$ cat src/hdl/cts_ram.sv
module cts_ram #(
	parameter int Width = 8,
	parameter int Depth = 16,
	localparam int AddrW = (Depth > 1) ? $clog2(Depth) : 1
) (
	input  logic             clk,
	input  logic             we,
	input  logic [AddrW-1:0] waddr,
	input  logic [Width-1:0] wdata,
	input  logic [AddrW-1:0] raddr,
	output logic [Width-1:0] rdata
);

	logic [Width-1:0] mem [Depth];

	always_ff @(posedge clk) begin
		if (we) begin
			mem[waddr] <= wdata;
		end
		rdata <= mem[raddr];
	end

endmodule

$ cat config.mk
export PLATFORM = sky130hd
export DESIGN_NAME = cts_ram
export DESIGN_NICKNAME = d
export VERILOG_FILES = /design/src/hdl/cts_ram.sv
export SDC_FILE = /design/constraint.sdc
export NUM_CORES = 1
export LEC_CHECK = 0
export BUFFER_PORTS_ARGS = -buffer_cell sky130_fd_sc_hd__buf_4
export CORE_MARGIN = 3
export CORE_UTILIZATION = 60
export DETAILED_ROUTE_END_ITERATION = 10
export GPL_TIMING_DRIVEN = 0
export PLACE_DENSITY = 0.75
export SETUP_SLACK_MARGIN = 0.1
export SLEW_MARGIN = 30
export SYNTH_ARGS = -nofsm -noshare
export SYNTH_HDL_FRONTEND = slang
export SYNTH_SLANG_ARGS = --single-unit
$ cat constraint.sdc
create_clock -name clk -period 4.6 [get_ports clk]
set_clock_uncertainty 0.1 [all_clocks]
set_input_delay 0.69 -clock clk [delete_from_list [all_inputs] [get_ports clk]]
set_output_delay 0.69 -clock clk [all_outputs]
set_load 0.01 [all_outputs]
==> results of run 1 <==
==> layout make-up <==
| type | count | area, µm² |
|---|---|---|
| Fill cell | 476 | 2230 |
| Multi-Input combinational cell | 83 | 1080 |
| Clock inverter | 14 | 133 |
| Tap cell | 105 | 131 |
| Clock buffer | 18 | 418 |
| Timing Repair Buffer | 24 | 180 |
| Buffer | 10 | 86.3 |
| Sequential cell | 136 | 4000 |
==> state kept, by name, summed over array words and instances, names as in the netlist <==
name / cells
mem: 128
rdata: 8
==> worst paths after layout <==
path	endpoint	slack (ns)
worst max register to register	rdata[2]	3.09
worst max-delay path	mem[2][5]	2.63
worst min-delay path	mem[2][3]	0.40
worst min register to register	rdata[2]	0.57
==> cells in the mapped netlist <==
| master | n | area share, % |
|---|---|---|
| or3b_2 | 1 | 0.17 |
| edfxtp_1 | 128 | 75 |
| mux4_1 | 14 | 7.1 |
| and2b_1 | 1 | 0.15 |
| nand3_1 | 1 | 0.097 |
| nand2b_1 | 2 | 0.24 |
| buf_6 | 3 | 0.66 |
| mux4_2 | 18 | 7.9 |
| nand2_1 | 9 | 0.66 |
| buf_4 | 1 | 0.15 |
| clkdlybuf4s25_2 | 3 | 0.58 |
| and2_1 | 1 | 0.12 |
| nor2_1 | 13 | 0.95 |
| dfxtp_1 | 8 | 3.1 |
| buf_2 | 3 | 0.29 |
| a22oi_1 | 16 | 2.3 |
| nand3b_1 | 2 | 0.29 |
| nor3_1 | 4 | 0.39 |
| nor2b_1 | 1 | 0.12 |
==> per-layer routing <==
layer	routed length, µm	vias up	share of wire [%]	global-route usage [%]
met1	4140	1223	43	30.6
met4	150	0	1.6	9.66
li1	-	1063	-	-
met2	4630	87	48	32.4
met3	646	9	6.8	5.45
met5	0	-	0	0
==> metrics by stage <==
| step | setup WS [ns] | util [%] | hold WS, ns |
|---|---|---|---|
| after floorplan | 2.32 | - | 0.529 |
| after global placement | 1.78 | 66.1 | 0.554 |
| after detailed placement | 2.11 | 66.3 | 0.566 |
| after CTS | 2.65 | 73.0 | 0.382 |
| after global routing | 2.62 | 73.0 | 0.387 |
| final | 2.63 | 73.0 | 0.397 |
==> power groups by stage <==
| stage | registers, mW | clock network [mW] | logic [mW] |
|---|---|---|---|
| finish | 1.39 | 1.24 | 0.142 |
| floorplan | 1.42 | 0 | 0.0703 |
| detailed placement | 1.42 | 0 | 0.143 |
| global route | 1.39 | 1.31 | 0.152 |
| CTS | 1.39 | 1.25 | 0.144 |
| global placement | 1.42 | 0 | 0.138 |
==> kinds of logic (layout without fill, tap and decap cells) <==
family                 after synthesis  after routing  synth area share (%)
AOI/OAI and AO/OA                   16             16                  2.33
DFF                                136            136                  77.8
buffers and inverters               10             66                  1.68
muxes                               32             32                  15.0
and+or+nand+nor                     35             35                  3.18
==> worst register-to-register path, cell delays in order, from the launching register on <==
cell      delay (ns)
edfxtp_1        0.37
mux4_1          0.58
a22oi_1         0.27
nand2_1         0.08
==> out/metrics.yaml, run 1 <==
fp-row-count: 33
vias_per_cell: 6.11
die_area_mm2: 0.00973
routabilityCongestion: 0.724
startpoint: "waddr[2]"
clkPwrFrac_pct: 44.7
hp-start: "wdata[3]"
antennaDiodeCount: 0
avgRoutedWirePerCell_um: 24.5
cp_slowest_cell: "nor2_1"
placed_area_mm2: 0.00548
grt_pass1_wl_um: 14500
antenna_found_initial: 0
ys_ff_latch: 136
maxSlewHeadroom_pct: 45.5
overflow: 0
setup_violations: 0
first_iter_violations: 271
min_path_type: "in2reg"
p_switching_mw: 0.562
initial_utilization_pct: 62.3
cts_resized: 0
period_minus_slack_ns: 1.97
num_vias: 2382
final_nets: 290
cap_violations: 0
r2r_cells: 3
leakage_nw: 2.03
cp_cell_sequence: "buf_4, or3b_2, nor2_1"
postLayoutCellArea_mm2: 0.00603
pin_count: 26
tns_ns: 0
drive_above_1_share_pct: 30.2
area_growth_pct: 17.1
cts_hold_buf: 0
drcViolationCount: 0
clock_latency_ns: 0.51
start_kind: "primary input"
fmax_mhz: 507
total_power_mw: 2.77
cts_buffer_depth: 2
drt_pass1_iterations: 4
status: "finished, final reports clean"
path_clk_slew_ns: 0.06
htree_levels: 4
final_common_cell: "edfxtp_1"
intPower_mw: 2.21
grt_pass1_vias: 2466
cts_tree: "yes"
ys_warn_count: 0
ir_drop_mv: 0.382
clock-sinks: 136
routed_wl_um: 9570
power_frac_comb_pct: 5.1
worstReg2RegStart: "mem[5][2]"
cellPowerDensity_mw_per_mm2: 460
crit_fanout: 8
hold_depth: 1
p_seq_share_pct: 50.2
rsz0062_at_grt: "false"
path_depth: 3
hold_viol: 0
dp.cells: 358
grt_usage_pct: 21.6
dp_hpwl_um: 5920
critPathRequiredTime_ns: 4.63
path_class: "in2reg"
netlist_instances: 229
die_h_um: 98.6
swShare_pct: 20.3
worst_pin_slew_ns: 0.815
final_cell_mix: "128 x edfxtp_1, 25 x buf_4, 18 x mux4_2, 16 x a22oi_1, 16 x clkbuf_16"
yosysSeqAreaShare_pct: 77.8
finalNonFillerCells: 390
cp_num_buf_inv: 1
cts_buffers: 17
synthesis.area_mm2: 0.00515
synth_cell_type_count: 19
cp_top_family: "simple AND/OR/NAND/NOR gates"
end_kind: "flop"
fp.coreArea_mm2: 0.00826
port-buffer-count: 24
fin_crit_sh_pct: 42.9
cp.arrival_ns: 2.01
die_w_um: 98.6
root_buffer: "clkbuf_8"
drtAntennaViolNets: 0
grt_start_max_net_pins: 17
syn-num-nets: 247
postCtsSetupBuffers: 0
cp_slowest_stage_delay_ns: 0.65
maxSlewViolCount: 0
syn_avg_cell_area_um2: 22.5
(Power assumes the default switching activity.)
==> inputs of run 2 (changes only) <==
==> constraint.sdc (replaced) <==
create_clock -name clk -period 2 [get_ports clk]
set_clock_uncertainty 0.1 [all_clocks]
set_input_delay 0.3 -clock clk [delete_from_list [all_inputs] [get_ports clk]]
set_output_delay 0.3 -clock clk [all_outputs]
set_load 0.01 [all_outputs]
==> run 2 against run 1 <==
  * Die area did not move
  * Critical path depth unchanged
  * Utilization grew 0.12 points
  * Non-clock buffer count rose by 1
  * Global-route usage hardly changed
  * Sequential power is 130% higher
  * Via count rose by 0.84%
  * Final cell count rose by 0.26%
  * Final area increased by 0.17%
  * Combinational power rose by 130%
  * Setup slack got worse by 2.2 ns
==> out/metrics.yaml, run 2 (synthesis gave the netlist of run 1 again) <==
cap_violations: 0  # unchanged
final_common_cell: "edfxtp_1"
startpoint: "waddr[2]"
cts_buffers: 17  # unchanged
place_ws_ns: -0.100  # -2.21 ns
hold_viol: 0  # unchanged
n_fill_cell: 475  # -0.21%
first_iter_violations: 255  # -5.9%
die_w_um: 98.6  # unchanged
grt_pass1_vias: 2478  # +0.49%
vias_per_cell: 6.14  # +0.58%
routed_wl_um: 9620  # +0.56%
area_growth_pct: 17.3
largestRegisters: "mem: 128 flops, rdata: 8 flops"
reg2reg_setup_slack_ns: 0.48  # -2.61 ns
grt_start_max_net_pins: 17  # unchanged
fp-row-count: 33  # unchanged
ir_drop_mv: 0.874  # +130%
fin_crit_sh_pct: 79.6
port-buffer-count: 24  # unchanged
root_buffer: "clkbuf_8"
crit_path_end: "mem[2][1]"
cts_buffer_depth: 2  # unchanged
final_nets: 291  # +0.34%
antenna_found_initial: 0  # unchanged
die_h_um: 98.6  # unchanged
fmax_mhz: 628
largest_reg_flops: 128  # unchanged
fp.coreArea_mm2: 0.00826  # unchanged
top_register: "mem"
die_area_mm2: 0.00973  # unchanged
dp_hpwl_um: 5920  # unchanged
antennaDiodeCount: 0  # unchanged
cp.arrival_ns: 1.62  # -0.39 ns
drcViolationCount: 0  # unchanged
clock-sinks: 136  # unchanged
drtAntennaViolNets: 0  # unchanged
path_clk_slew_ns: 0.06  # about the same
pin_count: 26  # unchanged
num_vias: 2402  # +0.84%
grt_usage_pct: 21.6  # +0.031 points
reg2reg_to: "rdata[0]"
worst_hold_slack_ns: 0.0136  # -0.383 ns
cts_tree: "yes"
routabilityCongestion: 0.724  # unchanged
min_path_type: "in2reg"
overflow: 0  # unchanged
start_kind: "primary input"
cellPowerDensity_mw_per_mm2: 1060  # +130%
period_minus_slack_ns: 1.59
avgRoutedWirePerCell_um: 24.6  # +0.31%
final_cell_mix: "128 x edfxtp_1, 25 x buf_4, 18 x mux4_2, 16 x a22oi_1, 16 x clkbuf_16"
drive_above_1_share_pct: 30.1  # -0.11 points
timing.final.ws_setup_ns: 0.409  # -2.22 ns
status: "finished, final reports clean"
utilization_pct: 73.1  # +0.12 points
htree_levels: 4  # unchanged
hp-start: "wdata[5]"
setup_violations: 0  # unchanged
maxSlewHeadroom_pct: 45.2  # -0.25 points
maxSlewViolCount: 0  # unchanged
initial_utilization_pct: 62.3  # unchanged
worstReg2RegStart: "mem[15][0]"
clock_latency_ns: 0.51  # about the same
worst_pin_slew_ns: 0.819  # +0.00376 ns
grt_pass1_wl_um: 14500  # +0.19%
tns_ns: 0  # unchanged
critPathRequiredTime_ns: 2.03  # -2.60 ns
drt_pass1_iterations: 5  # +1
r2r_cells: 3  # unchanged
end_kind: "flop"
total_power_mw: 6.37  # +130%
leakage_nw: 2.03  # +0.21%
crit_fanout: 8  # unchanged
path_class: "in2reg"
rsz0062_at_grt: "false"
==> run 2: worst min path at each step <==
stage                       endpoint  slack (ns)  cells after the start
after global placement     mem[6][6]        0.51                      1
after detailed placement   mem[6][6]        0.53                      1
after global routing       mem[7][4]       0.009                      1
after floorplan            mem[0][0]        0.30                      0
final                     mem[12][5]        0.01                      1
after CTS                  mem[2][3]       0.003                      1
==> run 2: power breakdown <==
part	switching, mW	total, mW	leakage, nW	internal [mW]
registers	0.0165	3.20	1.22	3.19
logic	0.182	0.329	0.543	0.147
clock network	1.09	2.84	0.266	1.75
total	1.29	6.37	2.03	5.09
==> run 2: critical path, stage by stage <==
cell	delay, ns
buf_4	0.12
or3b_2	0.54
nor2_1	0.66
==> run 2: metal layers <==
| metal | global-route usage (%) | part of all wire, % |
|---|---|---|
| met2 | 32.6 | 49 |
| met5 | 0 | 0 |
| met1 | 30.6 | 42 |
| met3 | 5.45 | 7.0 |
| met4 | 9.66 | 2.4 |
==> run 2: area by class of cell <==
| cell class | count | area, µm² | share of cell area, % |
|---|---|---|---|
| clock buffer | 18 | 418 | 6.92 |
| clock inverter | 14 | 133 | 2.20 |
| buffer | 10 | 86.3 | 1.43 |
| multi-input combinational | 83 | 1080 | 17.8 |
| sequential | 136 | 4000 | 66.3 |
| tap | 105 | 131 | 2.18 |
| timing repair buffer | 25 | 190 | 3.15 |
==> run 2: metrics by stage <==
step / instances / cell area (µm²)
finish: 391 / 6040
global placement: 358 / 5460
detailed placement: 358 / 5480
global route: 391 / 6040
CTS: 391 / 6040
floorplan: 229 / 5150
==> run 2: repair_timing <==
action | in CTS | in global routing
buffers inserted | 0 | 0
hold buffers | 1 | 0
hold endpoints to repair | 13 | 0
gates resized for setup | 0 | 0
==> inputs of run 3 (changes only) <==
==> constraint.sdc (replaced) <==
create_clock -name clk -period 1.5 [get_ports clk]
set_clock_uncertainty 0.1 [all_clocks]
set_input_delay 0.225 -clock clk [delete_from_list [all_inputs] [get_ports clk]]
set_output_delay 0.225 -clock clk [all_outputs]
set_load 0.01 [all_outputs]
==> run 3 against run 2 <==
  * Sequential cell count did not move
  * Via count rose by 2.4%
  * Final cell count rose by 1.8%
  * Final area rose by 2.2%
  * Global-route usage rose by 0.71 points
  * Combinational power rose by 43%
  * First-iteration DRC count rose by 7.5%
  * Count of clock-buffer cells in the layout did not move
  * Setup slack got worse by 0.31 ns
  * Non-clock buffer count rose by 7
==> out/metrics.yaml, run 3 (synthesis gave the netlist of run 1 again) <==
hold_viol: 0  # unchanged
drcViolationCount: 0  # unchanged
avgRoutedWirePerCell_um: 24.4  # -0.66%
cap_violations: 0  # unchanged
utilization_pct: 74.7  # +1.6 points
cts_buffers: 17  # unchanged
routed_wl_um: 9730  # +1.1%
grt_start_max_net_pins: 17  # unchanged
initial_utilization_pct: 62.3  # unchanged
start_kind: "flop"
grt_pass1_vias: 2639  # +6.5%
setup_violations: 0  # unchanged
drt_pass1_iterations: 4  # -1
worst_pin_slew_ns: 0.942  # +0.123 ns
vias_per_cell: 6.18  # +0.61%
pin_count: 26  # unchanged
drtAntennaViolNets: 0  # unchanged
die_w_um: 98.6  # unchanged
clock-sinks: 136  # unchanged
maxSlewViolCount: 0  # unchanged
root_buffer: "clkbuf_8"
top_register: "mem"
dp_hpwl_um: 5990  # +1.1%
final_common_cell: "edfxtp_1"
antennaDiodeCount: 0  # unchanged
min_path_type: "in2reg"
n_fill_cell: 461  # -2.9%
maxSlewHeadroom_pct: 37.0  # -8.3 points
port-buffer-count: 24  # unchanged
die_h_um: 98.6  # unchanged
area_growth_pct: 19.9
end_kind: "flop"
status: "finished, final reports clean"
multi_input_area_mm2: 0.00111  # +2.8%
rsz0062_at_grt: "true"
first_iter_violations: 274  # +7.5%
cp.arrival_ns: 1.69  # +0.07 ns
total_power_mw: 8.68  # +36%
grt_pass1_wl_um: 15200  # +5.0%
postCtsSetupBuffers: 0  # unchanged
grt_usage_pct: 22.3  # +0.71 points
critPathRequiredTime_ns: 1.79  # -0.24 ns
cts_buffer_depth: 2  # unchanged
fp.coreArea_mm2: 0.00826  # unchanged
reg2reg_setup_slack_ns: 0.10  # -0.38 ns
clock_latency_ns: 0.52  # about the same
htree_levels: 4  # unchanged
cts_tree: "yes"
fp-row-count: 33  # unchanged
num_vias: 2460  # +2.4%
final_nets: 298  # +2.4%
die_area_mm2: 0.00973  # unchanged
crit_fanout: 1  # -7
routabilityCongestion: 0.727  # +0.39%
path_clk_slew_ns: 0.06  # about the same
period_minus_slack_ns: 1.40
path_class: "reg2reg"
largest_reg_flops: 128  # unchanged
overflow: 0  # unchanged
final_cell_mix: "128 x edfxtp_1, 25 x mux4_2, 24 x buf_4, 16 x clkbuf_16, 10 x nor2_1"
leakage_nw: 2.04  # +0.33%
worst_hold_slack_ns: 0.0283  # +0.0147 ns
antenna_found_initial: 0  # unchanged
regArea_mm2: 0.00400  # unchanged
ir_drop_mv: 1.01  # +16%
fmax_mhz: 714
cellPowerDensity_mw_per_mm2: 1410  # +33%
drive_above_1_share_pct: 36.2  # +6.1 points
largestRegisters: "mem: 128 flops, rdata: 8 flops"
fin_crit_sh_pct: 93.3
[run 3: cell count changes in the layout (fill, tap and decap cells not counted), sizes merged]
cell	delta
clkinvlp	+3
dlygate4sd3	+7
inv	+2
clkinv	-5
[run 3: where the power goes]
group | switching [mW] | total [mW] | internal [mW]
Sequential | 0.0235 | 4.27 | 4.25
Clock | 1.57 | 3.94 | 2.37
Combinational | 0.249 | 0.472 | 0.223
[run 3: metrics by stage]
| step | area [µm²] | cells | TNS [ns] | setup slack, ns |
|---|---|---|---|---|
| after floorplan | 5180 | 229 | 0 | 0.0515 |
| after global placement | 5490 | 358 | -31.35 | -0.310 |
| after detailed placement | 5490 | 358 | -32.29 | -0.316 |
| after CTS | 6160 | 398 | 0 | 0.0507 |
| after global routing | 6170 | 398 | 0 | 0.0610 |
| final | 6170 | 398 | 0 | 0.100 |
[run 3: final timing paths]
path / startpoint / end / depth (start not counted)
max: mem[11][2] / rdata[2] / 3
min: waddr[1] / mem[0][5] / 2
max reg2reg: mem[11][2] / rdata[2] / 3
min reg2reg: mem[14][1] / rdata[1] / 3
[run 3: cell type report]
cell class,count,area share [%]
tap,105,2.13
buffer,10,1.64
clock buffer,18,6.77
clock inverter,14,2.43
sequential,136,64.9
multi-input combinational,83,17.9
timing repair buffer,32,4.22
[run 3: worst max-delay path: stages (launching register included)]
cell and delay, ns:
edfxtp_1 0.37, mux4_2 0.50, a22oi_2 0.21, nand2_1 0.10
[run 3: metal layers]
metal  vias up  wire (µm)  global-route usage, %
met2       132       5000                   34.6
met1      1247       3760                   30.3
met4         0        148                   9.56
met5         -          0                      0
met3        11        825                   6.30
li1       1070          -                      -
[run 3: what timing repair did]
item | in CTS | in global routing
endpoints found under the setup margin | 5 | 8
hold buffers | 8 | 0
endpoints found under the hold margin | 128 | 0
pin swaps | 1 | 3
resized for setup | 4 | 5
